**config.mk**
```make
export PLATFORM = sky130hd
export DESIGN_NAME = brfb_front
export DESIGN_NICKNAME = d
export VERILOG_FILES = /design/src/rtl/brfb_pkg.sv /design/src/rtl/brfb_front.sv
export SDC_FILE = /design/constraint.sdc
export NUM_CORES = 1
export LEC_CHECK = 0
export ABC_CLOCK_PERIOD_IN_PS = 8700
export BUFFER_PORTS_ARGS = -buffer_cell sky130_fd_sc_hd__clkbuf_2
export CAP_MARGIN = 20
export CORE_AREA = 4 4 142 144
export DETAILED_ROUTE_END_ITERATION = 8
export DIE_AREA = 0 0 146 148
export SYNTH_ARGS = -nofsm -noshare
export SYNTH_HDL_FRONTEND = slang
export SYNTH_SLANG_ARGS = --single-unit
```
**constraint.sdc**
```tcl
create_clock -name clk -period 8.7 [get_ports clk]
set_input_delay 0.435 -clock clk [delete_from_list [all_inputs] [get_ports clk]]
set_output_delay 0.435 -clock clk [all_outputs]
set_load 0.02 [all_outputs]
```
**src/rtl/brfb_pkg.sv**
```systemverilog
// ----------------------------------------------------------------------------
// brfb_pkg
// Shared codes, widths and the job record passed from the front to the back
// of the byte ring FIFO.
// ----------------------------------------------------------------------------
package brfb_pkg;

	localparam int ActionW  = 2;
	localparam int CountW   = 4;
	localparam int ByteW    = 8;
	localparam int LevelW   = 11;
	localparam int NumBytes = 8;
	localparam int AddrMaxW = 16;

	localparam logic [ActionW-1:0] ACT_PUT   = 2'd0;
	localparam logic [ActionW-1:0] ACT_GET   = 2'd1;
	localparam logic [ActionW-1:0] ACT_QUERY = 2'd2;

	localparam logic ST_OK     = 1'b0;
	localparam logic ST_REFUSE = 1'b1;

	// one queued job: either a single result beat or a stream of read beats
	typedef struct packed {
		logic                stream;
		logic                status;
		logic [CountW-1:0]   done;
		logic [LevelW-1:0]   level;
		logic [AddrMaxW-1:0] addr;
		logic [CountW-1:0]   count;
	} job_t;

endpackage

```
**src/rtl/brfb_front.sv**
```systemverilog
// ----------------------------------------------------------------------------
// brfb_front
// Takes one operation, checks it against the counters, updates them, queues
// the job for the back and writes put bytes into the store one a cycle.
// ----------------------------------------------------------------------------
module brfb_front #(
	parameter int DEPTH     = 1024,
	parameter int MAX_BURST = 8
) (
	input  logic                          clk,
	input  logic                          arst_n,
	input  logic                          push,
	output logic                          full,
	input  logic [brfb_pkg::ActionW-1:0]  action,
	input  logic [brfb_pkg::CountW-1:0]   count,
	input  logic [brfb_pkg::ByteW-1:0]    bytes_in [brfb_pkg::NumBytes],
	output logic                          job_push,
	output brfb_pkg::job_t                job,
	input  logic                          q_full,
	input  logic                          q_empty,
	input  logic                          back_busy,
	output logic                          we,
	output logic [$clog2(DEPTH)-1:0]      waddr,
	output logic [brfb_pkg::ByteW-1:0]    wdata
);

	localparam int AW         = $clog2(DEPTH);
	localparam int CW         = AW + 1;
	localparam int CmpW       = CW + brfb_pkg::CountW;
	localparam int BurstLimit = (MAX_BURST < brfb_pkg::NumBytes) ? MAX_BURST
		: brfb_pkg::NumBytes;
	localparam int IdxW       = $clog2(brfb_pkg::NumBytes);

	typedef enum logic [2:0] {
		FS_IDLE     = 3'b001,
		FS_CLASSIFY = 3'b010,
		FS_WRITE    = 3'b100
	} fstate_t;

	fstate_t                            state_q;
	logic [brfb_pkg::ActionW-1:0]       act_q;
	logic [brfb_pkg::CountW-1:0]        cnt_q;
	logic [brfb_pkg::ByteW-1:0]         bytes_q [brfb_pkg::NumBytes];
	logic [CW-1:0]                      wc_q;
	logic [CW-1:0]                      rc_q;
	logic [AW-1:0]                      wptr_q;
	logic [IdxW-1:0]                    idx_q;
	logic [brfb_pkg::CountW-1:0]        rem_q;

	logic [CW-1:0]                      fill;
	logic [CW-1:0]                      free_sp;
	logic [CW-1:0]                      wc_n;
	logic [CW-1:0]                      rc_n;
	logic [CW-1:0]                      rc_adv;
	logic [CW-1:0]                      level_n;
	logic                               over;
	logic                               go_write;
	logic                               need_idle;
	logic                               can_go;

	assign full    = (state_q != FS_IDLE);
	assign fill    = wc_q - rc_q;
	assign free_sp = CW'(DEPTH) - fill;
	assign over    = (cnt_q > brfb_pkg::CountW'(BurstLimit));
	assign rc_adv  = rc_q + CW'(cnt_q);
	assign level_n = wc_n - rc_n;

	always_comb begin
		job        = '0;
		job.status = brfb_pkg::ST_REFUSE;
		job.addr   = brfb_pkg::AddrMaxW'(rc_q[AW-1:0]);
		job.count  = cnt_q;
		wc_n       = wc_q;
		rc_n       = rc_q;
		go_write   = 1'b0;
		need_idle  = 1'b0;
		unique case (act_q)
			brfb_pkg::ACT_PUT: begin
				if (!over && (CmpW'(cnt_q) <= CmpW'(free_sp))) begin
					job.status = brfb_pkg::ST_OK;
					job.done   = cnt_q;
					wc_n       = wc_q + CW'(cnt_q);
					go_write   = (cnt_q != '0);
					need_idle  = 1'b1;
				end
			end
			brfb_pkg::ACT_GET: begin
				if (!over && (CmpW'(cnt_q) <= CmpW'(fill))) begin
					job.status = brfb_pkg::ST_OK;
					job.done   = cnt_q;
					job.stream = (cnt_q != '0);
					rc_n       = rc_adv;
				end
				// store empty after a get: both counters restart at zero
				if (wc_n == rc_n) begin
					wc_n = '0;
					rc_n = '0;
				end
			end
			brfb_pkg::ACT_QUERY: begin
				job.status = brfb_pkg::ST_OK;
			end
			default: begin
			end
		endcase
		job.level = brfb_pkg::LevelW'(level_n);
	end

	// a put must not overwrite bytes that an earlier get has yet to read
	assign can_go   = !q_full && (!need_idle || (q_empty && !back_busy));
	assign job_push = (state_q == FS_CLASSIFY) && can_go;

	assign we    = (state_q == FS_WRITE);
	assign waddr = wptr_q;
	assign wdata = bytes_q[idx_q];

	always_ff @(posedge clk or negedge arst_n) begin
		if (!arst_n) begin
			state_q <= FS_IDLE;
			wc_q    <= '0;
			rc_q    <= '0;
		end else begin
			unique case (state_q)
				FS_IDLE: begin
					if (push) begin
						state_q <= FS_CLASSIFY;
					end
				end
				FS_CLASSIFY: begin
					if (can_go) begin
						wc_q    <= wc_n;
						rc_q    <= rc_n;
						state_q <= go_write ? FS_WRITE : FS_IDLE;
					end
				end
				FS_WRITE: begin
					if (rem_q == brfb_pkg::CountW'(1)) begin
						state_q <= FS_IDLE;
					end
				end
				default: state_q <= FS_IDLE;
			endcase
		end
	end

	always_ff @(posedge clk) begin
		if ((state_q == FS_IDLE) && push) begin
			act_q   <= action;
			cnt_q   <= count;
			bytes_q <= bytes_in;
		end
		if (job_push) begin
			wptr_q <= wc_q[AW-1:0];
			idx_q  <= '0;
			rem_q  <= cnt_q;
		end else if (state_q == FS_WRITE) begin
			wptr_q <= wptr_q + AW'(1);
			idx_q  <= idx_q + IdxW'(1);
			rem_q  <= rem_q - brfb_pkg::CountW'(1);
		end
	end

endmodule

```
# Word-level counts from Yosys, hierarchy flattened
# Index checks and enable logic that the tools add are counted.
totals:
  output_inout_bits: 58
  ramBits: 0
  mem_bits_ro: 0
  input_bits: 76
  wordCells: 84
  latchBits: 0
  register_bits: 112
  memories: 0
op_classes:
  n_lt_le_gt_ge: 4
  n_addsub: 8
  n_reduce_logical: 16
  multipliers: 0
  n_div: 0
  n_eq_ne: 11
  n_mux: 28
  bitwise: 1
  n_shift: 0
ops:
  columns: ["operator", "n"]
  rows:
  - ["$mux W11", 6]
  - ["$bmux W8 S3", 1]
  - ["$add A11 B4 Y11", 2]
  - ["$le A4 B11 Y1", 2]
  - ["$pmux W11 S2", 1]
  - ["$sub A11 B11 Y11", 2]
  - ["$mux W10", 2]
  - ["$mux W8", 2]
  - ["$mux W3", 4]
  - ["$eq A11 B11 Y1", 1]
  - ["$sub A11 B11 Y11 const A", 1]
  - ["$add A10 B1 Y10 const B", 1]
  - ["$pmux W3 S3", 1]
  - ["$mux W4", 2]
  - ["$pmux W4 S2", 1]
  - ["$logic_and A1 B1 Y1", 6]
  - ["$mux W6", 1]
  - ["$mux W1", 5]
  - ["$mux W5", 1]
  - ["$eq A4 B1 Y1 const B", 1]
  - ["$ge A4 B4 Y1 const B", 1]
  - ["$gt A4 B4 Y1 const B", 1]
  - ["$logic_not A1 Y1", 4]
  - ["$ne A2 B2 Y1 const B", 2]
  - ["17 further kinds", 17]

# Depth between registers and ports, before layout
logic_depth:
  ltp_word: 11
  depth_mapped: 34

# Worst setup path after synthesis
# No wires, ideal clock.
synth_timing:
  path_kind: "register to output"
  startpoint: "reg wc_q[0]"
  endpoint: "out job[30] in the netlist's numbering"
  stages_incl_launch_ff: 31
  arrival_time_ns: 6.188
  required_time_ns: 8.265
  slack_ns: 2.077
  cell_sequence: "dfrtp_1 -> inv_1 -> ha_1 -> fa_1 -> xor2_1 -> ha_1 -> nand4_1 -> o21ai_0 -> a21oi_1 -> o21ai_1 -> or4b_1 -> buf_2 -> o211ai_2 -> xnor2_1 -> and4_4 -> nand2_2 -> buf_6 -> a21o_1 -> a22oi_1 -> ha_1 -> nor2b_1 -> o21ai_0 -> a21boi_0 -> o21ai_0 -> nand2b_1 -> a21o_1 -> a21o_1 -> or4_1 -> nand3_1 -> xor2_1 -> xnor2_1"
synth_rtl:
  columns: ["element", "line_no", "rtl"]
  rows:
  - ["start, declared", "brfb_front.sv:44", "logic [CW-1:0] wc_q;"]
  - ["start signal, assigned", "brfb_front.sv:131", "wc_q <= wc_n;"]
  - ["end, declared", "brfb_front.sv:18", "output brfb_pkg::job_t job,"]

==> results.rst <==
.. list-table::
   :header-rows: 1

   * - Metric
     - Value
   * - Inserted Diodes
     - 0
   * - Sequential area share after synthesis
     - 0.431
   * - Clock tree from TritonCTS
     - done
   * - Grt total ovfl
     - 0
   * - Resized cells post-CTS
     - 0
   * - DIE AREA
     - 0.0216 mm^2
   * - Filler cells
     - 1752
   * - Worst r2r path cells
     - 14
   * - Initial antenna violation count
     - 0
   * - Biggest area contributors in the synthesized netlist
     - sky130_fd_sc_hd__edfxtp_1, sky130_fd_sc_hd__dfrtp_1, sky130_fd_sc_hd__ha_1
   * - Share of the clock period used by the worst path
     - 0.910
   * - Proportion of synthesized flip-flops having asynchronous set or reset
     - 0.223
   * - Warnings, synthesis
     - 0
   * - Outcome
     - complete, no violations
   * - Max-cap violations
     - 0
   * - Peak fanout along the critical path
     - 20
   * - Pin slew with the least headroom to its limit
     - 0.923 ns
   * - WP data arrival
     - 7.48 ns
   * - PD cells
     - 313 mW/mm^2
   * - Design Power
     - 2.65 mW
   * - Remaining max-slew budget at the tightest pin
     - 0.384
   * - Portion of total power attributed to sequential cells
     - 0.306
   * - Final setup viols
     - 0
   * - Total core area
     - 0.0187 mm^2
   * - Average routed wire per standard cell
     - 17.9 um
   * - Top-area cell type share of the netlist area
     - 0.339
   * - Starting DRT DRC Count
     - 523
   * - CTS Hold Buffers Added
     - 0
   * - Layout Area Growth over Synthesis
     - 13.7%
   * - Clock-pin slew on the worst setup and hold paths
     - 0.08 ns
   * - Cell Area, Placed
     - 0.00815 mm^2
   * - Height of the chip
     - 148 um
   * - Largest voltage drop on the vdd net
     - 0.187 mV
   * - Worst setup slack for register-to-register paths
     - 3.14 ns
   * - Largest net degree at the start of global routing
     - 72
   * - Share of synthesized cell area in full adder, half adder and majority cells
     - 0.0779
   * - Class of the tightest hold or removal check
     - in2async
   * - Final Cell Area
     - 0.00847 mm^2
   * - Fraction of final layout cells with drive strength greater than 1
     - 0.237
   * - Std cell rows
     - 50
   * - Sum Neg Setup Slack
     - 0 ns
   * - Worst-case clock skew
     - 0.00933 ns
   * - Post-detailed-route count of antenna-violating nets
     - 0
   * - Cell area after synthesis
     - 0.00745 mm^2
   * - Reg2reg end
     - wc_q[1]$_DFFE_PN0P_
   * - Switching share of power
     - 0.439
   * - Slowest-stage cell, CP
     - sky130_fd_sc_hd__or4b_1
   * - Ratio of routed vias to standard cells
     - 5.50
   * - Fraction of synthesized area in multiplexers
     - 0.0699
   * - Number of clock sinks seen by CTS
     - 112
   * - Power share of the clock group
     - 0.167
   * - Synthesis-stage register bit count
     - 112
   * - Top flip-flop cell by instance count after synthesis
     - sky130_fd_sc_hd__edfxtp_1
   * - Most instantiated library cell after synthesis
     - sky130_fd_sc_hd__edfxtp_1
   * - Buffer count from post-CTS setup fixing
     - 0
   * - Global placement routability congestion
     - 0.903
   * - Count of endpoints failing hold in the final timing report
     - 0
   * - Start of the worst register-to-register path
     - wc_q[0]$_DFFE_PN0P_
   * - Type of element capturing the critical path
     - primary output
   * - Leakage
     - 3.51 nW
   * - Category of the worst setup path launch point
     - flop
   * - Vias after detailed routing
     - 5688
   * - Critical path start-end classification
     - reg2out
   * - Post-Synth XOR/XNOR Area
     - 0.0564
   * - Time the final worst path needs with I/O delays and setup
     - 7.92 ns
   * - WL final
     - 18.5 mm
   * - Commonest cells in the synthesized netlist
     - sky130_fd_sc_hd__edfxtp_1, sky130_fd_sc_hd__nand2_1, sky130_fd_sc_hd__nor2_1
   * - Count of flip-flops with a built-in enable after synthesis
     - 84
   * - Io pins
     - 134
   * - NumNets Final
     - 916
   * - RSZ-0062 raised after global routing
     - no
   * - Switching component of the power
     - 1.16 mW
   * - Number of instances in the synthesized netlist
     - 698
   * - Final HPWL from detailed placement
     - 14.3 mm
   * - Mean cell area of the mapped netlist
     - 10.7 um^2
   * - Area share of and/or/nand/nor cells after synthesis
     - 0.142
   * - Detailed-routing iteration count for the pre-antenna-repair pass
     - 5
   * - Complex-gate fraction of the synthesized area
     - 0.174
   * - Number of pins with negative max-slew slack in the final report
     - 0
   * - Post-synth cell types
     - 85
   * - Required time at the worst-slack endpoint
     - 8.27 ns
   * - First-pass GRT wire length
     - 30.0 mm
   * - Post-synth top area cell
     - sky130_fd_sc_hd__edfxtp_1
   * - Initial Util
     - 0.398
   * - Later-pin clock latency in the skew report
     - 0.37 ns
   * - Main combinational cell family by area after synthesis
     - compound AO/OA/AOI/OAI gates
   * - DRC viols
     - 0
   * - Die Wd
     - 146 um
   * - Max Buffers Root-to-Sink
     - 2
   * - Count of buffers inserted at the top-level ports
     - 127
   * - Cell Int Power
     - 1.49 mW
   * - Via count of the first global-routing pass
     - 5546
   * - H-tree Lvls
     - 3
   * - Clock buffers created by TritonCTS
     - 9
   * - Highest clock rate
     - 126 MHz
   * - Combinational share of power
     - 0.527
   * - GR Util All Layers
     - 0.174
   * - Delay contributed by the slowest stage of the critical path
     - 0.74 ns
   * - Buffer type at the clock tree root
     - sky130_fd_sc_hd__clkbuf_16
## layout by cell type, fill, tap and decap left out, types with 22 or more instances in the layout
master                     synthesis  routed
sky130_fd_sc_hd__xor2_1           22      22
sky130_fd_sc_hd__nor2_1           46      46
sky130_fd_sc_hd__xnor2_1          26      26
sky130_fd_sc_hd__clkbuf_2          0     127
sky130_fd_sc_hd__ha_1             40      40
sky130_fd_sc_hd__inv_1            25      25
sky130_fd_sc_hd__nand2_1          52      52
sky130_fd_sc_hd__edfxtp_1         84      84
sky130_fd_sc_hd__a21oi_1          38      38
sky130_fd_sc_hd__o21ai_0          33      33
sky130_fd_sc_hd__dfrtp_1          24      24
## routing by layer
layer	track usage	wire length, um	vias up
li1	-	-	2807
met1	0.241	8450	2634
met2	0.269	8220	221
met3	0.0432	1360	26
met4	0.0607	497	0
met5	0	0	-
## area by class of cell
cell class	instances	area (um^2)	share of cell area
multi-input cells	518	3900	0.460
flip-flops and latches	112	3210	0.379
repair buffers	129	651	0.0768
well taps	234	293	0.0346
clock buffers	9	225	0.0266
inverters	26	97.6	0.0115
clock inverters	7	96.3	0.0114
## cells by family (layout without fill, tap and decap cells)
group | after synthesis | after routing
buffers and inverters | 73 | 171
XOR/XNOR | 48 | 48
adder cells (fa/ha/maj) | 44 | 44
other | 1 | 6
AO/OA/AOI/OAI | 181 | 181
flip-flops | 112 | 112
AND/OR/NAND/NOR | 208 | 208
multiplexers | 31 | 31
## stage by stage
stage          worst slack (ns)  utilization  std cells  hold slack (ns)
5_1_grt                   0.117        0.453       1035            0.147
2_1_floorplan              2.08            -        703            0.139
3_3_place_gp               1.36        0.436       1019            0.488
3_5_place_dp               1.25        0.436       1019            0.494
6_report                  0.781        0.453       1035           0.0956
4_1_cts                   0.813        0.453       1035            0.103
## worst max-delay path: cells and delay by family, from the launching register on
kind / cells / cell delay (ns)
simple gates: 9 / 2.13
buf+inv: 3 / 0.40
compound gates: 12 / 2.38
flops: 1 / 0.56
fa+ha+maj: 3 / 0.89
xor+xnor: 4 / 0.73
## state kept, by name, indices dropped and copies added, names as in the netlist
| register | count |
|---|---|
| act_q | 2 |
| bytes_q | 64 |
| cnt_q | 4 |
| idx_q | 3 |
| rc_q | 11 |
| rem_q | 4 |
| state_q | 3 |
| waddr | 10 |
| wc_q | 11 |
## how the worst max path moves through the flow
stage / slack (ns) / start / endpoint
after floorplan: 2.08 / wc_q[0]$_DFFE_PN0P_ / job[30]
after global placement: 1.36 / wc_q[0]$_DFFE_PN0P_ / job[30]
after detailed placement: 1.25 / rc_q[1]$_DFFE_PN0P_ / job[30]
after CTS: 0.81 / rc_q[1]$_DFFE_PN0P_ / job[30]
after global routing: 0.12 / wc_q[2]$_DFFE_PN0P_ / job[30]
final: 0.78 / rc_q[1]$_DFFE_PN0P_ / job[30]
## power by group through the flow
stage / sequential, mW / clock [mW] / combinational (mW)
floorplan: 0.782 / 0 / 1.07
global placement: 0.823 / 0 / 1.40
detailed placement: 0.825 / 0 / 1.39
CTS: 0.814 / 0.454 / 1.41
global route: 0.829 / 0.478 / 1.55
finish: 0.811 / 0.444 / 1.40
Power figures use the tool's default switching activity.
