**src/rtl/brfb_pkg.sv**
```systemverilog
// ----------------------------------------------------------------------------
// brfb_pkg
// Shared codes, widths and the job record passed from the front to the back
// of the byte ring FIFO.
// ----------------------------------------------------------------------------
package brfb_pkg;

	localparam int ActionW  = 2;
	localparam int CountW   = 4;
	localparam int ByteW    = 8;
	localparam int LevelW   = 11;
	localparam int NumBytes = 8;
	localparam int AddrMaxW = 16;

	localparam logic [ActionW-1:0] ACT_PUT   = 2'd0;
	localparam logic [ActionW-1:0] ACT_GET   = 2'd1;
	localparam logic [ActionW-1:0] ACT_QUERY = 2'd2;

	localparam logic ST_OK     = 1'b0;
	localparam logic ST_REFUSE = 1'b1;

	// one queued job: either a single result beat or a stream of read beats
	typedef struct packed {
		logic                stream;
		logic                status;
		logic [CountW-1:0]   done;
		logic [LevelW-1:0]   level;
		logic [AddrMaxW-1:0] addr;
		logic [CountW-1:0]   count;
	} job_t;

endpackage

```
**src/rtl/brfb_queue.sv**
```systemverilog
// ----------------------------------------------------------------------------
// brfb_queue
// Two-entry job queue between the classifying front and the result back.
// ----------------------------------------------------------------------------
module brfb_queue (
	input  logic           clk,
	input  logic           arst_n,
	input  logic           push,
	input  brfb_pkg::job_t din,
	input  logic           pop,
	output brfb_pkg::job_t dout,
	output logic           q_full,
	output logic           q_empty
);

	brfb_pkg::job_t slot_q [0:1];
	logic           wr_ptr_q;
	logic           rd_ptr_q;
	logic [1:0]     used_q;
	logic           do_push;
	logic           do_pop;

	assign q_full  = (used_q == 2'd2);
	assign q_empty = (used_q == 2'd0);
	assign do_push = push && !q_full;
	assign do_pop  = pop && !q_empty;
	assign dout    = slot_q[rd_ptr_q];

	always_ff @(posedge clk or negedge arst_n) begin
		if (!arst_n) begin
			wr_ptr_q <= 1'b0;
			rd_ptr_q <= 1'b0;
			used_q   <= 2'd0;
		end else begin
			if (do_push) begin
				wr_ptr_q <= !wr_ptr_q;
			end
			if (do_pop) begin
				rd_ptr_q <= !rd_ptr_q;
			end
			case ({do_push, do_pop})
				2'b10:   used_q <= used_q + 2'd1;
				2'b01:   used_q <= used_q - 2'd1;
				default: used_q <= used_q;
			endcase
		end
	end

	always_ff @(posedge clk) begin
		if (do_push) begin
			slot_q[wr_ptr_q] <= din;
		end
	end

endmodule

```
**config.mk**
```make
export PLATFORM = sky130hd
export DESIGN_NAME = brfb_queue
export DESIGN_NICKNAME = d
export VERILOG_FILES = /design/src/rtl/brfb_pkg.sv /design/src/rtl/brfb_queue.sv
export SDC_FILE = /design/constraint.sdc
export NUM_CORES = 1
export LEC_CHECK = 0
export BUFFER_PORTS_ARGS = -buffer_cell sky130_fd_sc_hd__buf_2
export CORE_ASPECT_RATIO = 1.5
export CORE_MARGIN = 2
export CORE_UTILIZATION = 50
export DETAILED_ROUTE_END_ITERATION = 12
export GPL_TIMING_DRIVEN = 0
export PLACE_DENSITY = 0.79
export SYNTH_ARGS = -nofsm -noshare
export SYNTH_HDL_FRONTEND = slang
export SYNTH_SLANG_ARGS = --single-unit
```
**constraint.sdc**
```tcl
create_clock -name clk -period 3.2 [get_ports clk]
set_clock_uncertainty 0.2 [all_clocks]
set_input_delay 0.48 -clock clk [delete_from_list [all_inputs] [get_ports clk]]
set_output_delay 0.48 -clock clk [all_outputs]
set_load 0.02 [all_outputs]
```
# --- After elaboration in Yosys (flattened, before gate mapping) ---
# Memories as Yosys holds them, arrays and structs flattened.
# Index checks and enable logic that the tools add are counted.
word_totals:
  register_bits: 4
  ramBits: 74
  inputBits: 41
  output_inout_bits: 39
  wordCells: 20
  memories: 1
classes:
  addsub: 2
  eq_ne: 3
  mux: 3
  n_reduce_logical: 8
mem_list:
  columns: ["memory", "words", "word_bits", "rd", "rd_clocked_by_memory_dff", "write_ports", "line", "rtl"]
  rows:
  - ["slot_q", 2, 37, 1, 0, 1, "brfb_queue.sv:16", "brfb_pkg::job_t slot_q [0:1];"]
op_table:
  columns: ["operator", "n"]
  rows:
  - ["$eq A2 B2 Y1 const B", 2]
  - ["$logic_not A1 Y1", 4]
  - ["$pmux W2 S2", 1]
  - ["$add A2 B1 Y2 const B", 1]
  - ["$eq A2 B1 Y1 const B", 1]
  - ["$logic_and A1 B1 Y1", 2]
  - ["$logic_not A2 Y1", 1]
  - ["$mux W1", 2]
  - ["$reduce_bool A2 Y1", 1]
  - ["$sub A2 B1 Y2 const B", 1]

# --- Logic depth before layout (Yosys ltp) ---
# Gate-level depths: netlist of run 1.
logic_depth:
  ltp_word: 5
  ltp_mapped: 6
  ltp_nobuf: 6

# --- Worst setup path before layout of run 1 ---
# OpenSTA, ideal clock, no wires.
synth_timing:
  kind: "register to register"
  from: "register used_q[0]"
  to: "memory slot_q[0][0] (netlist name), enable pin"
  arrival_time_ps: 2198
  required_time_ps: 2569
  path_slack_ps: 371
  stages_incl_launch_ff: 4
  path_buffers: 0
  cell_sequence: "dfrtp_1 nand2b_1 nand2_1 nor2_1"
synth_between:
  elab_chain_len: 5
synth_lines:
  columns: ["item", "line", "rtl"]
  rows:
  - ["start: declaration", "brfb_queue.sv:19", "logic [1:0] used_q;"]
  - ["start signal: assignment", "brfb_queue.sv:42", "2'b10: used_q <= used_q + 2'd1;"]
  - ["start signal: assignment", "brfb_queue.sv:43", "2'b01: used_q <= used_q - 2'd1;"]
  - ["start signal: assignment", "brfb_queue.sv:44", "default: used_q <= used_q;"]
  - ["$eq A2 B2 Y1", "brfb_queue.sv:23", "assign q_full = (used_q == 2'd2);"]
  - ["$logic_not A1 Y1", "brfb_queue.sv:25", "assign do_push = push && !q_full;"]
  - ["$logic_and A1 B1 Y1", "brfb_queue.sv:25", null]
  - ["$mux W1", "brfb_queue.sv:50", "if (do_push) begin"]
  - ["$mux W1 (not written as such)", "brfb_queue.sv:51", "slot_q[wr_ptr_q] <= din;"]
  - ["end: declaration", "brfb_queue.sv:16", null]
# No other way between the ends.

==> impl_metrics.csv, run 1 <==
group,metric,value,unit
status,status,"finished clean",
floorplan,die_height,98.06,microns
placement,placed_area,3471,sq um
critical_path,arrival,1.52,ns
timing,tightest_slew,0.8723,ns
critical_path,cp-endpoint,"dout[13]",
timing,slew_viol_final,0,
timing,min_period,2.205,ns
timing,timing.setup.tns,0,ns
synthesis,synth_nets,175,
placement,numPortBuffers,79,
critical_path,cp-end-kind,"output pin",
placement,dp_hpwl,3406,microns
synthesis,ys_types,15,
route,final_antenna_net_count,0,
synthesis,yosys_register_bits,78,
final_layout,nets,267,
grt,grt_max_degree,38,
synthesis,synth_top_cell_area_share,0.7535,
grt,grt_pass1_wl,7534,microns
route,wl_per_cell,16.09,microns
final_layout,syn2layout_area_growth,24.73,%
timing,whs,0.1271,ns
synthesis,synth_edf_count,74,
synthesis,synth_most_common_cell,"edfxtp_1",
route,num_vias,1486,
critical_path,crit_start,"rd_ptr_q",
synthesis,yosysWarningCount,0,
route,drcViolationCount,0,
clock_network,clock-root-buffer,"clkbuf_8",
clock_network,cts_made_buffers,9,
timing,fin_crit_sh,0.6890,
synthesis,syn_area,2949,sq um
critical_path,start_kind,"flop",
clock_network,clk_pin_slew,0.08,ns
clock_network,insertion_delay,0.33,ns
route,first_iter_violations,65,
synthesis,syn_area_per_cell,22.17,sq um
worst_hold_path,hp-class,"input port to flop",
synthesis,syn_inst,133,
power_and_ir_drop,power.density,941.7,nW/um^2
clock_network,clk_path_buf_depth,2,
synthesis,ys_async_sr_fraction,0.05128,
final_layout,antenna_cells,0,
floorplan,dieArea,6541,sq um
power_and_ir_drop,p_total,3.464,mW
timing,setup_viol,0,
worst_hold_path,holdCritStartpoint,"din[26]",
grt,first_global_vias,1622,
route,finalWirelength,4859,microns
critical_path,critical_path_class,"flop to output pin",
critical_path,r2r-start,"used_q[0]",
floorplan,initial_core_util,0.5135,
critical_path,cp_max_fo,10,
clock_network,cts_tree,"built",
floorplan,core.rowCount,34,
power_and_ir_drop,ir_drop,1.005,mV
critical_path,rr_endpoint,"slot_q[0][36]",
clock_network,cts_resized,0,
timing,grt_setup_unrepaired,"no",
route,via_per_inst,4.921,
critical_path,r2r_cells,4,
floorplan,ios,80,
final_layout,post-route-cell-area,3679,sq um
synthesis,yosys.area.top_type,"edfxtp_1",
synthesis,synthTopCellsByCount,"edfxtp_1 (74), mux2_4 (20), mux2_2 (17)",
timing,hold_violations,0,
grt,grt_antenna_before_repair,0,
clock_network,cts.sinks,78,
placement,place_inst,285,
critical_path,required,2.52,ns
grt,grt_util_all_layers,0.1656,
timing,clock.fmax,0.4536,GHz
clock_network,cts-htree-levels,3,
placement,gp_congestion,0.6832,
route,firstDrtPassIters,4,
grt,grt_remaining_overflow,0,
power_and_ir_drop,leakage,1.457,nW
synthesis,synth.area.top_cells,"edfxtp_1 (75%), mux2_4 (10%), mux2_2 (6.5%)",
floorplan,core-area,5743,sq um
synthesis,synth_ff_type,"edfxtp_1",
floorplan,fp.dieW,66.71,microns
critical_path,reg2reg_slack,1.23,ns
final_layout,drive_gt1_frac,0.6043,
timing,slew_headroom,0.4185,
final_layout,fin_cells,302,
synthesis,ys_seq_area_frac,0.7874,
flow_run,drv_cap,0,
## stage by stage
stage	utilization	setup WS, ns
floorplan	-	0.3713
global placement	0.5980	-0.5490
detailed placement	0.6044	1.193
CTS	0.6405	0.9532
global route	0.6405	0.9138
finish	0.6405	0.9954
## critical path, cell delays in order (launching register included)
cell,delay [ns]
dfrtp_1,0.36
buf_6,0.16
buf_6,0.19
mux2_4,0.31
buf_2,0.16
## sequential cells by signal (all words and copies together), names as in the netlist
name	flops
slot_q	74
rd_ptr_q	1
wr_ptr_q	1
used_q	2
## layout by cell type (no fill, tap or decap)
cell           count
and3_2             1
buf_16             1
buf_2             80
buf_6              3
bufinv_16          1
clkbuf_8           9
clkinv_1           1
clkinv_4           1
clkinvlp_4         3
dfrtp_1            4
dlygate4sd3_1      1
edfxtp_1          74
ha_1               1
inv_1              1
inv_6              1
mux2_2            17
mux2_4            20
nand2_1            1
nand2b_1           1
nor2_1             2
nor2_4             1
nor2b_2            1
xnor2_1            3
xor2_1             2
## how the worst min path moves through the flow
stage	slack (ns)	cells after the start	end
floorplan	-0.02	0	rd_ptr_q
global placement	0.09	1	used_q[1]
detailed placement	0.09	1	used_q[0]
CTS	0.10	1	slot_q[1][26]
global route	0.10	1	slot_q[1][15]
finish	0.13	1	slot_q[1][26]
## area by class of cell
class | count | area, sq um
fill | 421 | 2064
multi-input combinational | 50 | 593.1
inverter | 1 | 3.754
clock inverter | 7 | 73.82
timing repair buffer | 81 | 432.9
tap | 72 | 90.09
buffer | 4 | 38.79
sequential | 78 | 2322
clock buffer | 9 | 123.9
## timing repair
action | CTS | global route
buffers inserted | 0 | 0
endpoints found under the hold margin | 4 | 0
hold buffers | 1 | 0
## power breakdown
group          leakage [nW]  switching (mW)  internal [mW]
Sequential            0.734          0.0738           1.40
Clock                0.0895           0.347          0.361
Combinational         0.633           0.715          0.566
## per-layer routing
layer  part of all wire  vias up  track usage
li1                   -      699            -
met1               0.34      735       0.1667
met2               0.58       44       0.2877
met3              0.059        8      0.06567
met4              0.020        0      0.08163
met5                  0        -            0
## kinds of logic (layout without fill, tap and decap cells)
| group | count (synthesis) | after routing | synth area share |
|---|---|---|---|
| DFF | 78 | 78 | 0.7874 |
| muxes | 37 | 37 | 0.1667 |
| and+or+nand+nor | 7 | 7 | 0.01231 |
| xor gates and xnor gates | 5 | 5 | 0.01485 |
| buffers and inverters | 5 | 102 | 0.01442 |
| adders and majority gates | 1 | 1 | 0.004242 |
Power figures use the tool's default switching activity.
==> run 2: changes to the inputs <==
Settings changed: ABC_AREA set to 1, CORE_UTILIZATION 50 to 46, PLACE_DENSITY 0.79 to 0.76.
Clock period 3.2 ns to 2 ns, I/O delays scaled along.
==> run 2 against run 1 <==
Global-route usage increased by 2.3 points. Flip-flop and latch count unchanged. Routed wire length increased by 28%. Synthesized area decreased by 0.34%. Worst setup slack got worse by 0.88 ns. Clock-buffer cell count increased by 1. Critical path type unchanged. Largest power group unchanged. Highest routed layer unchanged.
==> impl_metrics.csv, run 2 <==
group,metric,value,unit
status,status,"finished clean",
critical_path,arrival,1.39,ns
flow_run,drv_cap,0,
placement,pre_cts_ws,-0.1836,ns
critical_path,cp.depth,6,
clock_network,clk_pin_slew,0.07,ns
synthesis,yosysWarningCount,0,
floorplan,die_height,101.9,microns
final_layout,layout_commonest_cell,"nand2_1",
synthesis,ys_async_sr_fraction,0.05128,
synthesis,yosys.area.top_type,"edfxtp_1",
floorplan,ios,80,
timing,setup_viol,0,
timing,slew_viol_final,0,
grt,first_global_vias,2074,
grt,grt_antenna_before_repair,0,
synthesis,synthTopCellsByCount,"nand2_1 (121), edfxtp_1 (74), inv_1 (8)",
critical_path,cpPeakStageDelay,0.40,ns
final_layout,multiInputGateArea,534.3,sq um
route,finalWirelength,6199,microns
critical_path,crit_path_top_delay_cell,"dfrtp_1",
power_and_ir_drop,power.density,1389,nW/um^2
final_layout,syn2layout_area_growth,37.93,%
floorplan,fp.dieW,69.27,microns
placement,placed_area,3441,sq um
final_layout,regArea,2322,sq um
route,first_iter_violations,150,
floorplan,dieArea,7058,sq um
synthesis,syn_area,2939,sq um
worst_hold_path,hp-class,"input port to async pin",
placement,gp_congestion,0.7425,
floorplan,core.rowCount,35,
power_and_ir_drop,ir_drop,0.9449,mV
timing,slew_headroom,0.5957,
critical_path,r2r-start,"used_q[1]",
synthesis,synth_nets,268,
floorplan,core-area,6175,sq um
clock_network,cts_tree,"built",
synthesis,ys_types,14,
critical_path,cp_max_fo,10,
final_layout,reg_top3,"slot_q: 74 flops, used_q: 2 flops",
critical_path,required,1.50,ns
timing,tightest_slew,0.6050,ns
route,wl_per_cell,14.15,microns
grt,grt_remaining_overflow,0,
critical_path,start_kind,"flop",
clock_network,cts-htree-levels,3,
route,via_per_inst,4.703,
critical_path,cp-end-kind,"output pin",
critical_path,critical_path_class,"flop to output pin",
synthesis,synth_top_cell_area_share,0.7561,
route,drcViolationCount,0,
placement,dp_hpwl,3536,microns
timing,timing.setup.tns,0,ns
final_layout,post-route-cell-area,4054,sq um
clock_network,cts.sinks,78,
final_layout,drive_gt1_frac,0.2995,
critical_path,reg2reg_slack,0.23,ns
grt,grt_max_degree,20,
clock_network,clk_path_buf_depth,2,
final_layout,antenna_cells,0,
synthesis,syn_area_per_cell,13.00,sq um
final_layout,largest_register_ffs,74,
clock_network,cts_made_buffers,9,
timing,min_period,1.889,ns
clock_network,insertion_delay,0.33,ns
power_and_ir_drop,leakage,1.781,nW
synthesis,syn_inst,226,
timing,clock.fmax,0.5295,GHz
timing,hold_violations,0,
critical_path,crit_family,"buffers and inverters",
synthesis,synth_ff_type,"edfxtp_1",
timing,setup_ws,0.1113,ns
timing,fin_crit_sh,0.9444,
clock_network,clock-root-buffer,"clkbuf_8",
critical_path,crit_chain,"inv_2 -> buf_6 -> buf_6 -> nand2_1 -> nand2_1 -> buf_2",
grt,grt_util_all_layers,0.1881,
critical_path,r2r_cells,3,
synthesis,synth_most_common_cell,"nand2_1",
timing,grt_setup_unrepaired,"no",
synthesis,synth_edf_count,74,
final_layout,regMostFlops,"slot_q",
critical_path,rr_endpoint,"slot_q[1][23]",
placement,place_inst,379,
final_layout,layout_common_cells,"nand2_1 (121), buf_2 (81), edfxtp_1 (74)",
timing,whs,0.1008,ns
floorplan,initial_core_util,0.4760,
synthesis,yosys_register_bits,78,
route,firstDrtPassIters,4,
final_layout,fillCellCount,477,
synthesis,ys_seq_area_frac,0.7901,
route,num_vias,2060,
grt,grt_pass1_wl,9811,microns
synthesis,synth.area.top_cells,"edfxtp_1 (76%), nand2_1 (15%), dfrtp_1 (3.4%)",
placement,numPortBuffers,79,
final_layout,nets,401,
critical_path,crit_buf_inv,4,
route,final_antenna_net_count,0,
final_layout,fin_cells,438,
run 2: cell types whose count changed after synthesis, sizes merged, moves of 2 or more:
cell   delta
inv       +9
nand3     +3
nand2   +120
buf       +4
xnor2     -2
mux2     -37
xor2      -2
run 2: timing repair:
item | in CTS | in global routing
gates cloned | 2 | 0
gates resized for setup | 2 | 2
endpoints found under the hold margin | 79 | 0
setup buffers | 0 | 2
pin swaps | 0 | 0
setup endpoints to repair | 74 | 45
hold buffers | 39 | 0
run 2: worst max-delay path by stage:
stage	endpoint	from
floorplan	slot_q[0][0]	used_q[0]
finish	dout[14]	rd_ptr_q
global placement	slot_q[0][22]	used_q[0]
detailed placement	slot_q[0][26]	used_q[0]
CTS	slot_q[0][7]	used_q[0]
global route	dout[14]	rd_ptr_q
run 2: metrics by stage:
stage	util	power (mW)
2_1_floorplan	-	3.817
3_3_place_gp	0.5572	4.497
3_5_place_dp	0.5572	4.554
4_1_cts	0.6488	5.611
5_1_grt	0.6565	5.986
6_report	0.6565	5.630
run 2: worst reg2reg max path, stage by stage (launching register included):
cell	delay (ns)
dfrtp_1	0.40
inv_1	0.16
o21ai_2	0.15
nor2_4	0.50
run 2: layout make-up:
type / instances / area share
clock inverter: 6 / 0.007099
inverter: 10 / 0.01019
timing repair buffer: 120 / 0.2037
sequential: 78 / 0.5728
timing repair inverter: 1 / 0.001852
tap: 74 / 0.02284
multi-input combinational: 131 / 0.1318
buffer: 8 / 0.01821
clock buffer: 10 / 0.03148
run 2: cell families (layout without fill, tap and decap cells):
family | after synthesis | after routing | synth area share
and+or+nand+nor | 127 | 128 | 0.1643
DFF | 78 | 78 | 0.7901
buffers and inverters | 18 | 155 | 0.03661
adders and majority gates | 1 | 1 | 0.004256
AOI/OAI and AO/OA | 1 | 1 | 0.001701
xor gates and xnor gates | 1 | 1 | 0.002981
run 2: power breakdown:
part	internal, mW	switching, mW	total [mW]
clock network	0.433	0.522	0.956
logic	0.777	1.55	2.33
registers	2.23	0.113	2.34
run 2: layer usage:
| metal | routed length, microns | track usage | vias up |
|---|---|---|---|
| li1 | - | - | 1017 |
| met5 | 0 | 0 | - |
| met1 | 2339 | 0.2023 | 964 |
| met3 | 226 | 0.04832 | 15 |
| met4 | 178 | 0.09804 | 0 |
| met2 | 3453 | 0.3417 | 64 |
