### src/rtl/brfb_pkg.sv
// ----------------------------------------------------------------------------
// brfb_pkg
// Shared codes, widths and the job record passed from the front to the back
// of the byte ring FIFO.
// ----------------------------------------------------------------------------
package brfb_pkg;

	localparam int ActionW  = 2;
	localparam int CountW   = 4;
	localparam int ByteW    = 8;
	localparam int LevelW   = 11;
	localparam int NumBytes = 8;
	localparam int AddrMaxW = 16;

	localparam logic [ActionW-1:0] ACT_PUT   = 2'd0;
	localparam logic [ActionW-1:0] ACT_GET   = 2'd1;
	localparam logic [ActionW-1:0] ACT_QUERY = 2'd2;

	localparam logic ST_OK     = 1'b0;
	localparam logic ST_REFUSE = 1'b1;

	// one queued job: either a single result beat or a stream of read beats
	typedef struct packed {
		logic                stream;
		logic                status;
		logic [CountW-1:0]   done;
		logic [LevelW-1:0]   level;
		logic [AddrMaxW-1:0] addr;
		logic [CountW-1:0]   count;
	} job_t;

endpackage

### src/rtl/brfb_back.sv
// ----------------------------------------------------------------------------
// brfb_back
// Turns queued jobs into result beats: one beat per cycle unless pop holds the
// output, reading the store for get bytes, through a read stage and an output register.
// ----------------------------------------------------------------------------
module brfb_back #(
	parameter int DEPTH = 1024
) (
	input  logic                          clk,
	input  logic                          arst_n,
	input  brfb_pkg::job_t                job,
	input  logic                          q_empty,
	output logic                          q_pop,
	output logic                          back_busy,
	output logic                          re,
	output logic [$clog2(DEPTH)-1:0]      raddr,
	input  logic [brfb_pkg::ByteW-1:0]    rdata,
	output logic                          empty,
	input  logic                          pop,
	output logic                          status,
	output logic [brfb_pkg::CountW-1:0]   done_count,
	output logic [brfb_pkg::ByteW-1:0]    out_byte,
	output logic                          last,
	output logic [brfb_pkg::LevelW-1:0]   level
);

	localparam int AW = $clog2(DEPTH);

	logic                          active_q;
	brfb_pkg::job_t                job_q;
	logic [AW-1:0]                 addr_q;
	logic [brfb_pkg::CountW-1:0]   rem_q;

	logic                          valid_s1;
	logic                          status_s1;
	logic [brfb_pkg::CountW-1:0]   done_s1;
	logic [brfb_pkg::LevelW-1:0]   level_s1;
	logic                          last_s1;
	logic                          rd_s1;

	logic                          out_valid_q;
	logic                          status_q;
	logic [brfb_pkg::CountW-1:0]   done_q;
	logic [brfb_pkg::ByteW-1:0]    byte_q;
	logic                          last_q;
	logic [brfb_pkg::LevelW-1:0]   level_q;

	logic                          move;
	logic                          s1_free;
	logic                          issue;
	logic                          issue_last;

	assign move       = valid_s1 && (!out_valid_q || pop);
	assign s1_free    = !valid_s1 || move;
	assign issue      = active_q && s1_free;
	assign issue_last = job_q.stream ? (rem_q == brfb_pkg::CountW'(1)) : 1'b1;
	assign q_pop      = !q_empty && (!active_q || (issue && issue_last));
	assign back_busy  = active_q;
	assign re         = issue && job_q.stream;
	assign raddr      = addr_q;

	assign empty      = !out_valid_q;
	assign status     = status_q;
	assign done_count = done_q;
	assign out_byte   = byte_q;
	assign last       = last_q;
	assign level      = level_q;

	always_ff @(posedge clk or negedge arst_n) begin
		if (!arst_n) begin
			active_q    <= 1'b0;
			valid_s1    <= 1'b0;
			out_valid_q <= 1'b0;
		end else begin
			if (q_pop) begin
				active_q <= 1'b1;
			end else if (issue && issue_last) begin
				active_q <= 1'b0;
			end
			if (s1_free) begin
				valid_s1 <= issue;
			end
			if (move) begin
				out_valid_q <= 1'b1;
			end else if (pop) begin
				out_valid_q <= 1'b0;
			end
		end
	end

	always_ff @(posedge clk) begin
		if (q_pop) begin
			job_q  <= job;
			addr_q <= job.addr[AW-1:0];
			rem_q  <= job.count;
		end else if (issue) begin
			addr_q <= addr_q + AW'(1);
			rem_q  <= rem_q - brfb_pkg::CountW'(1);
		end
		if (issue) begin
			status_s1 <= job_q.status;
			done_s1   <= job_q.done;
			level_s1  <= job_q.level;
			last_s1   <= issue_last;
			rd_s1     <= job_q.stream;
		end
		if (move) begin
			status_q <= status_s1;
			done_q   <= done_s1;
			byte_q   <= rd_s1 ? rdata : '0;
			last_q   <= last_s1;
			level_q  <= level_s1;
		end
	end

endmodule

### config.mk
export PLATFORM = sky130hd
export DESIGN_NAME = brfb_back
export DESIGN_NICKNAME = d
export VERILOG_FILES = /design/src/rtl/brfb_pkg.sv /design/src/rtl/brfb_back.sv
export SDC_FILE = /design/constraint.sdc
export NUM_CORES = 1
export LEC_CHECK = 0
export ABC_AREA = 1
export BUFFER_PORTS_ARGS = -buffer_cell sky130_fd_sc_hd__clkbuf_2
export CORE_UTILIZATION = 30
export CTS_BUF_LIST = sky130_fd_sc_hd__clkbuf_16
export DETAILED_ROUTE_END_ITERATION = 6
export PLACE_DENSITY = 0.54
export SETUP_SLACK_MARGIN = 0.4
export SYNTH_ARGS = -nofsm -noshare
export SYNTH_HDL_FRONTEND = slang
export SYNTH_SLANG_ARGS = --single-unit
### constraint.sdc
create_clock -name clk -period 2.7 [get_ports clk]
set_clock_uncertainty 0.05 [all_clocks]
set_input_delay 0.27 -clock clk [delete_from_list [all_inputs] [get_ports clk]]
set_output_delay 0.27 -clock clk [all_outputs]
set_load 0.05 [all_outputs]
After elaboration in Yosys (flattened, before gate mapping)
Cells that the tools add are included.
Widths: inputs -> output; s select.
{"block": "word_totals", "out_inout_bits": 39, "register_bits": 77, "inputBits": 49, "word_cells": 46}
{"block": "op_classes", "addsub": 2, "reduce_logical": 15, "n_eq_ne": 1, "mux": 9}
{"cell": "$mux 10", "n": 2}
{"cell": "$add 10x1->10 const B", "n": 1}
{"cell": "$mux 4", "n": 2}
{"cell": "$reduce_bool 2->1", "n": 3}
{"cell": "$logic_and 1x1->1", "n": 5}
{"cell": "$mux 1", "n": 5}
{"cell": "$eq 4x1->1 const B", "n": 1}
{"cell": "$logic_not 1->1", "n": 4}
{"cell": "$sub 4x1->4 const B", "n": 1}
{"cell": "$logic_or 1x1->1", "n": 3}

Logic depth before layout (Yosys ltp)
Gate-level depths: netlist (run 1).
{"block": "depth", "depth_word": 9, "ltp_mapped": 10, "ltp_nobuf": 9}

Least setup slack after synthesis (run 1)
Ideal clock, no wire load.
{"block": "synth_path", "kind": "register to register", "from": "register out_valid_q", "to": "register done_q, in the netlist done_count[0] (enable)", "path_stages_with_launch": 2, "setup_ps": 415, "path_slack_ps": 578, "required_time_ps": 2235, "synth_period_minus_slack_ps": 2122, "path_buffers": 0, "arrival_time_ps": 1656, "path_cell_list": "dfrtp_1 -> a21oi_1"}
{"block": "synth_between", "elab_chain_cells": 3}
{"element": "from (decl)", "line_no": "brfb_back.sv:41", "source": "logic out_valid_q;"}
{"element": "from (signal assigned)", "line_no": "brfb_back.sv:73", "source": "out_valid_q <= 1'b0;"}
{"element": "from (signal assigned)", "line_no": "brfb_back.sv:84", "source": "out_valid_q <= 1'b1;"}
{"element": "from (signal assigned)", "line_no": "brfb_back.sv:86", "source": "out_valid_q <= 1'b0;"}
{"element": "$logic_not 1->1", "line_no": "brfb_back.sv:53", "source": "assign move = valid_s1 && (!out_valid_q || pop);"}
{"element": "$logic_or 1x1->1", "line_no": "brfb_back.sv:53"}
{"element": "$logic_and 1x1->1", "line_no": "brfb_back.sv:53"}
{"element": "via move", "line_no": "brfb_back.sv:48", "source": "logic move;"}
{"element": "to (signal assigned)", "line_no": "brfb_back.sv:109", "source": "done_q <= done_s1;"}
{"element": "to (decl)", "line_no": "brfb_back.sv:43", "source": "logic [brfb_pkg::CountW-1:0] done_q;"}
The timed path passes the listed nets, and every way through them passes these cells.
A chain may end at the register's enable or synchronous reset.

Worst setup path after layout (run 1)
{"block": "layout_path", "from": "register rem_q[0] (netlist bit)", "to": "output port q_pop"}
{"block": "layout_between", "elab_chain_cells": 5}
{"element": "from (decl)", "line_no": "brfb_back.sv:32", "source": "logic [brfb_pkg::CountW-1:0] rem_q;"}
{"element": "from (signal assigned)", "line_no": "brfb_back.sv:95", "source": "rem_q <= job.count;"}
{"element": "from (signal assigned)", "line_no": "brfb_back.sv:98", "source": "rem_q <= rem_q - brfb_pkg::CountW'(1);"}
{"element": "$eq 4x1->1", "line_no": "brfb_back.sv:56", "source": "assign issue_last = job_q.stream ? (rem_q == brfb_pkg::CountW'(1)) : 1'b1;"}
{"element": "$mux 1", "line_no": "brfb_back.sv:56"}
{"element": "via issue_last", "line_no": "brfb_back.sv:51", "source": "logic issue_last;"}
{"element": "$logic_and 1x1->1", "line_no": "brfb_back.sv:57", "source": "assign q_pop = !q_empty && (!active_q || (issue && issue_last));"}
{"element": "$logic_or 1x1->1", "line_no": "brfb_back.sv:57"}
{"element": "$logic_and 1x1->1", "line_no": "brfb_back.sv:57"}
{"element": "to (decl)", "line_no": "brfb_back.sv:13", "source": "output logic q_pop,"}
The timed path passes the listed nets, and every way through them passes these cells.

==> impl_metrics.yaml, run 1 <==
die:
  io_pins: 88
  dieWidth_um: 101
  core_um2: 9370
  die_area_um2: 10200
  die_h_um: 101
  std_cell_rows: 35
  start_util_pct: 31.3
critical_path:
  crit_fanout: 16
  arrival_ps: 1830
  critPathKind: "reg2out"
  end_kind: "output port"
  worst-r2r-setup-slack_ps: 660
  start_kind: "flop"
  cp.required_ps: 2380
global_routing:
  grt_util_met1_pct: 14.2
  met3_usage_pct: 4.02
  grt_max_degree: 26
  antenna_found_initial: 0
  gr-total-overflow: 0
  grt_pass1_wl_mm: 8.32
  grt.met2_usage_pct: 16.5
  busiest_layer: "met2"
  grtUsageTotal_pct: 11.1
  first_global_vias: 1739
synthesis:
  synth_area_leader_cell: "edfxtp_1"
  syn_inst: 214
  syn_area_per_cell_um2: 13.7
  netlist_area_um2: 2930
  synthTopCellsByArea: "edfxtp_1 76%, nand2_1 7.2%, inv_1 3.8%"
  syn-num-nets: 266
  ys.warnings.count: 0
  synthDistinctLibCells: 18
  ys_seq_area_share_pct: 78.3
  netlist.area_leader.share_pct: 75.7
  ys_ff_latch: 77
cells_and_area:
  design_area_um2: 3820
  nets: 358
  area_growth_pct: 30.1
  fill_cells: 940
  drive_gt1_share_pct: 34.1
  final_core_util_pct: 40.7
  n_antenna_cell: 0
routing:
  firstDrtPassIters: 5
  drtIter0Drc: 65
  vias_per_cell: 4.12
  drc: 0
  num_vias: 1812
  postRouteAntennaNets: 0
  drt_wl_total_mm: 5.17
  wire_per_inst_um: 11.7
sta:
  worst_slack_ps: 546
  holdWs_ps: 63.8
  max_slew_margin_pct: 55.1
  tightest_slew_ps: 673
  rsz0062_at_grt: "false"
  period_share_pct: 79.8
  fin_crit_ps: 2150
  setup_viol: 0
  maxSlewViolCount: 0
  max_freq_ghz: 0.464
  fin_setup_tns_ps: 0
  hold_viol: 0
power_and_ir_drop:
  power.density_nw_per_um2: 1200
  p_leak_nw: 1.72
  peakVddDrop_uv: 609
cts:
  ctsLongestPathBuffers: 2
  insertion_delay_ps: 330
  htree_num_levels: 3
  cts_buffers: 9
  clk_pin_slew_ps: 60
  cts_root_buf: "clkbuf_16"
  cts_tree: "done"
  cts.sinks: 77
place:
  pre_cts_ws_ps: 591
  globalplace.congestion: 0.808
  io_buffer_count: 81
  place_area_um2: 3490
  dp_hpwl_mm: 3.70
status:
  status: "finished, final reports clean"
worst_hold_path:
  hp-class: "in2reg"
flow_run:
  drv_cap: 0
==> worst max-delay path: stages (launching register included) <==
cell	delay, ps
edfxtp_1	420
ha_1	220
nand2_1	80
nand2_2	60
nand2_2	100
nand2_8	110
nand2_8	150
clkinvlp_4	150
buf_4	210
==> path summary, 6_finish.rpt <==
path / from / end / cells past startpoint
hold / removal: job[21] / job_q[21]$_DFFE_PP_ / 1
max in group asynchronous: arst_n / back_busy$_DFFE_PN0P_ / 2
setup / recovery: rem_q[0]$_DFFE_PP_ / q_pop / 8
setup reg to reg: rem_q[1]$_DFFE_PP_ / raddr[1]$_DFFE_PP_ / 8
hold reg to reg: level_s1[8]$_DFFE_PP_ / level[8]$_DFFE_PP_ / 0
min in group asynchronous: arst_n / out_valid_q$_DFFE_PN0P_ / 2
==> final cells by class <==
cell class / instances / area (um^2) / share of cell area [%]
sequential: 77 / 2300 / 60.2
timing repair buffer: 85 / 440 / 11.5
clock buffer: 9 / 225 / 5.90
clock inverter: 7 / 57.6 / 1.51
multi-input combinational: 103 / 518 / 13.6
inverter: 30 / 116 / 3.05
tap: 129 / 161 / 4.23
==> cells in the final DEF, fill, tap and decap left out, drive strengths merged, types with 2 or more instances in the layout <==
master | synthesis | routed
nand2 | 60 | 60
nand4 | 4 | 4
edfxtp | 74 | 74
clkinv | 0 | 2
nand3 | 19 | 19
inv | 30 | 31
clkinvlp | 0 | 4
dfrtp | 3 | 3
clkbuf | 1 | 89
o21ai | 2 | 2
xor2 | 5 | 5
buf | 3 | 4
nor2 | 8 | 8
ha | 3 | 3
==> logic make-up after synthesis <==
family,share of synthesized area [%]
buffers and inverters,4.78
and+or+nand+nor,13.6
AOI/OAI and AO/OA,0.512
xor gates and xnor gates,1.49
DFF,78.3
adders and majority gates,1.28
==> Yosys cell counts (all sizes together) <==
library cell  instances
clkbuf                1
xor2                  5
ha                    3
buf                   3
nor3                  1
nor2                  8
nand3                19
o21ai                 2
inv                  30
nand4                 4
a21oi                 1
dfrtp                 3
edfxtp               74
nand2                60
==> metal layers <==
metal	wire (um)	part of all wire [%]
met5	0	0
met4	85	1.6
met3	445	8.6
met2	2280	44
met1	2350	46
==> state kept, by name, summed over array words and instances (netlist names), 4 cells and up <==
signal      count
out_byte        8
level          11
rem_q           4
level_s1       11
raddr          10
job_q          17
done_s1         4
done_count      4
==> repair_timing <==
action                                  CTS  global route
gates resized for setup                   2             3
setup buffers                             0             1
hold endpoints to repair                  3             0
endpoints found under the setup margin    1            15
hold buffers                              1             0
==> where the power goes <==
| part | leakage [nW] | total (mW) | internal (mW) | switching [mW] |
|---|---|---|---|---|
| Combinational | 0.834 | 1.50 | 0.329 | 1.17 |
| Sequential | 0.755 | 1.98 | 1.78 | 0.191 |
| Clock | 0.129 | 1.11 | 0.631 | 0.477 |
==> through the flow <==
stage	power, mW	cells
final	4.59	440
after global routing	4.86	440
after CTS	4.62	439
after detailed placement	3.50	422
after global placement	3.46	422
after floorplan	3.12	214
Note: power is estimated with default switching activity, not from simulation.
==> run 2, diff against run 1 <==
==> constraint.sdc (replaced) <==
create_clock -name clk -period 2.1 [get_ports clk]
set_clock_uncertainty 0.05 [all_clocks]
set_input_delay 0.21 -clock clk [delete_from_list [all_inputs] [get_ports clk]]
set_output_delay 0.21 -clock clk [all_outputs]
set_load 0.05 [all_outputs]
==> run 2 against run 1 <==
Effect of this change:
- register-to-register slack worse by 360 ps
- worst hold slack got worse by 51 ps
- sequential power is 28% higher
- combinational power rose by 48%
- clock power grew 32%
- die area stayed put
- largest power group unchanged
- highest routed layer unchanged
- non-clock buffer count up 22
- sequential share of layout area shrank 4.8 points
==> impl_metrics.yaml, run 2 (synthesis gave the netlist of run 1 again) <==
worst_hold_path:
  min_to: "job_q[35]$_DFFE_PP_"
  whs_path_depth: 1
  hp-class: "in2reg"
  hold_start: "job[35]"
critical_path:
  r2r_start: "rem_q[0]$_DFFE_PP_"
  end_kind: "output port"
  start_kind: "flop"
  worst-r2r-setup-slack_ps: 300
  cp.required_ps: 1840
  r2r_cells: 10
  crit_fanout: 2
  crit_start: "rem_q[0]$_DFFE_PP_"
  critPathKind: "reg2out"
  worstReg2RegEnd: "job_q[22]$_DFFE_PP_"
  arrival_ps: 1610
sta:
  setup_viol: 0
  fin_setup_tns_ps: 0
  holdWs_ps: 12.8
  max_freq_ghz: 0.535
  maxSlewViolCount: 0
  hold_viol: 0
  fin_crit_ps: 1870
  rsz0062_at_grt: "true"
  max_slew_margin_pct: 65.2
  period_share_pct: 89.0
  tightest_slew_ps: 521
routing:
  num_vias: 1924
  firstDrtPassIters: 4
  wl_met2_mm: 2.60
  drc: 0
  postRouteAntennaNets: 0
  wl_met1_mm: 2.54
  drt_wl_total_mm: 5.68
  wl_met3_um: 444
  wire_per_inst_um: 12.3
  highest_layer: "met4"
  vias_per_cell: 4.16
  drtIter0Drc: 58
cells_and_area:
  nets: 380
  fill_cells: 880
  n_antenna_cell: 0
  largest_reg_flops: 17
  layout_commonest_cell: "clkbuf_2"
  largest_register: "job_q"
  mostFrequentLayoutCells: "79 x clkbuf_2, 74 x edfxtp_1, 54 x nand2_1"
  area_growth_pct: 41.2
  drive_gt1_share_pct: 37.5
cts:
  cts_buffers: 9
  cts_root_buf: "clkbuf_16"
  ctsLongestPathBuffers: 2
  clk_pin_slew_ps: 60
  cts_tree: "done"
  insertion_delay_ps: 320
  cts.sinks: 77
  htree_num_levels: 3
die:
  std_cell_rows: 35
  die_h_um: 101
  core_um2: 9370
  start_util_pct: 31.3
  die_area_um2: 10200
  io_pins: 88
  dieWidth_um: 101
place:
  globalplace.congestion: 0.814
  dp_hpwl_mm: 3.90
  io_buffer_count: 81
global_routing:
  first_global_vias: 1836
  grt_max_degree: 26
  gr-total-overflow: 0
  antenna_found_initial: 0
  grt_pass1_wl_mm: 8.87
  grtUsageTotal_pct: 11.9
power_and_ir_drop:
  peakVddDrop_uv: 729
  p_leak_nw: 1.87
  power.density_nw_per_um2: 1500
  total_power_mw: 6.23
status:
  status: "finished, final reports clean"
flow_run:
  drv_cap: 0
[run 2: cell types whose count changed in the layout (fill, tap and decap cells not counted), sizes merged]
cell         previous run  this run
inv                    31        34
clkinvlp                4         3
clkinv                  2         0
dlygate4sd3             1         9
clkbuf                 89        92
buf                     4        15
[run 2: final cells by class]
cell class              instances  area [um^2]  area share [%]
clock buffers                   9          225            5.43
clock inverters                 7         63.8            1.54
repair buffers                107          737            17.8
inverters                      30          116            2.81
well taps                     129          161            3.89
multi-input cells             103          543            13.1
flip-flops and latches         77         2300            55.4
[run 2: worst max-delay path, cell delays in order, from the launching register on]
cell and delay (ps):
edfxtp_1 440, ha_4 190, nand2_2 50, nand2_2 50, nand2_2 70, nand2_4 70
nand2_8 90, clkinvlp_4 130, clkbuf_16 190
[run 2: how the worst max path moves through the flow]
| stage | cells past startpoint | slack (ps) | endpoint |
|---|---|---|---|
| finish | 8 | 230 | q_pop |
| floorplan | 8 | 160 | job_q[20]$_DFFE_PP_ |
| global route | 8 | 140 | q_pop |
| CTS | 8 | 200 | q_pop |
| detailed placement | 9 | 280 | job_q[27]$_DFFE_PP_ |
| global placement | 8 | 310 | q_pop |
[run 2: routing by layer]
| layer | track usage (%) | vias up |
|---|---|---|
| met5 | 0 | - |
| met4 | 3.68 | 0 |
| met3 | 4.92 | 8 |
| met2 | 19.5 | 73 |
| met1 | 14.2 | 891 |
| li1 | - | 952 |
[run 2: repair_timing]
action / CTS / global route
gates resized for setup: 8 / 15
cloned: 0 / 2
buffers inserted: 4 / 5
hold endpoints to repair: 7 / 4
setup endpoints to repair: 30 / 44
pin swaps: 0 / 1
hold buffers: 5 / 4
[run 2: metrics by stage]
| stage | cells | setup WS (ps) | utilization, % | area, um^2 |
|---|---|---|---|---|
| floorplan | 214 | 157 | - | 2950 |
| CTS | 451 | 202 | 42.0 | 3940 |
| global placement | 426 | 306 | 37.7 | 3530 |
| detailed placement | 426 | 277 | 37.7 | 3530 |
| finish | 462 | 231 | 44.2 | 4140 |
| global route | 462 | 143 | 44.2 | 4140 |
[run 2: report_power, final]
part,internal (mW),switching [mW],leakage [nW]
Clock,0.829,0.640,0.137
Sequential,2.29,0.249,0.755
Combinational,0.631,1.59,0.979
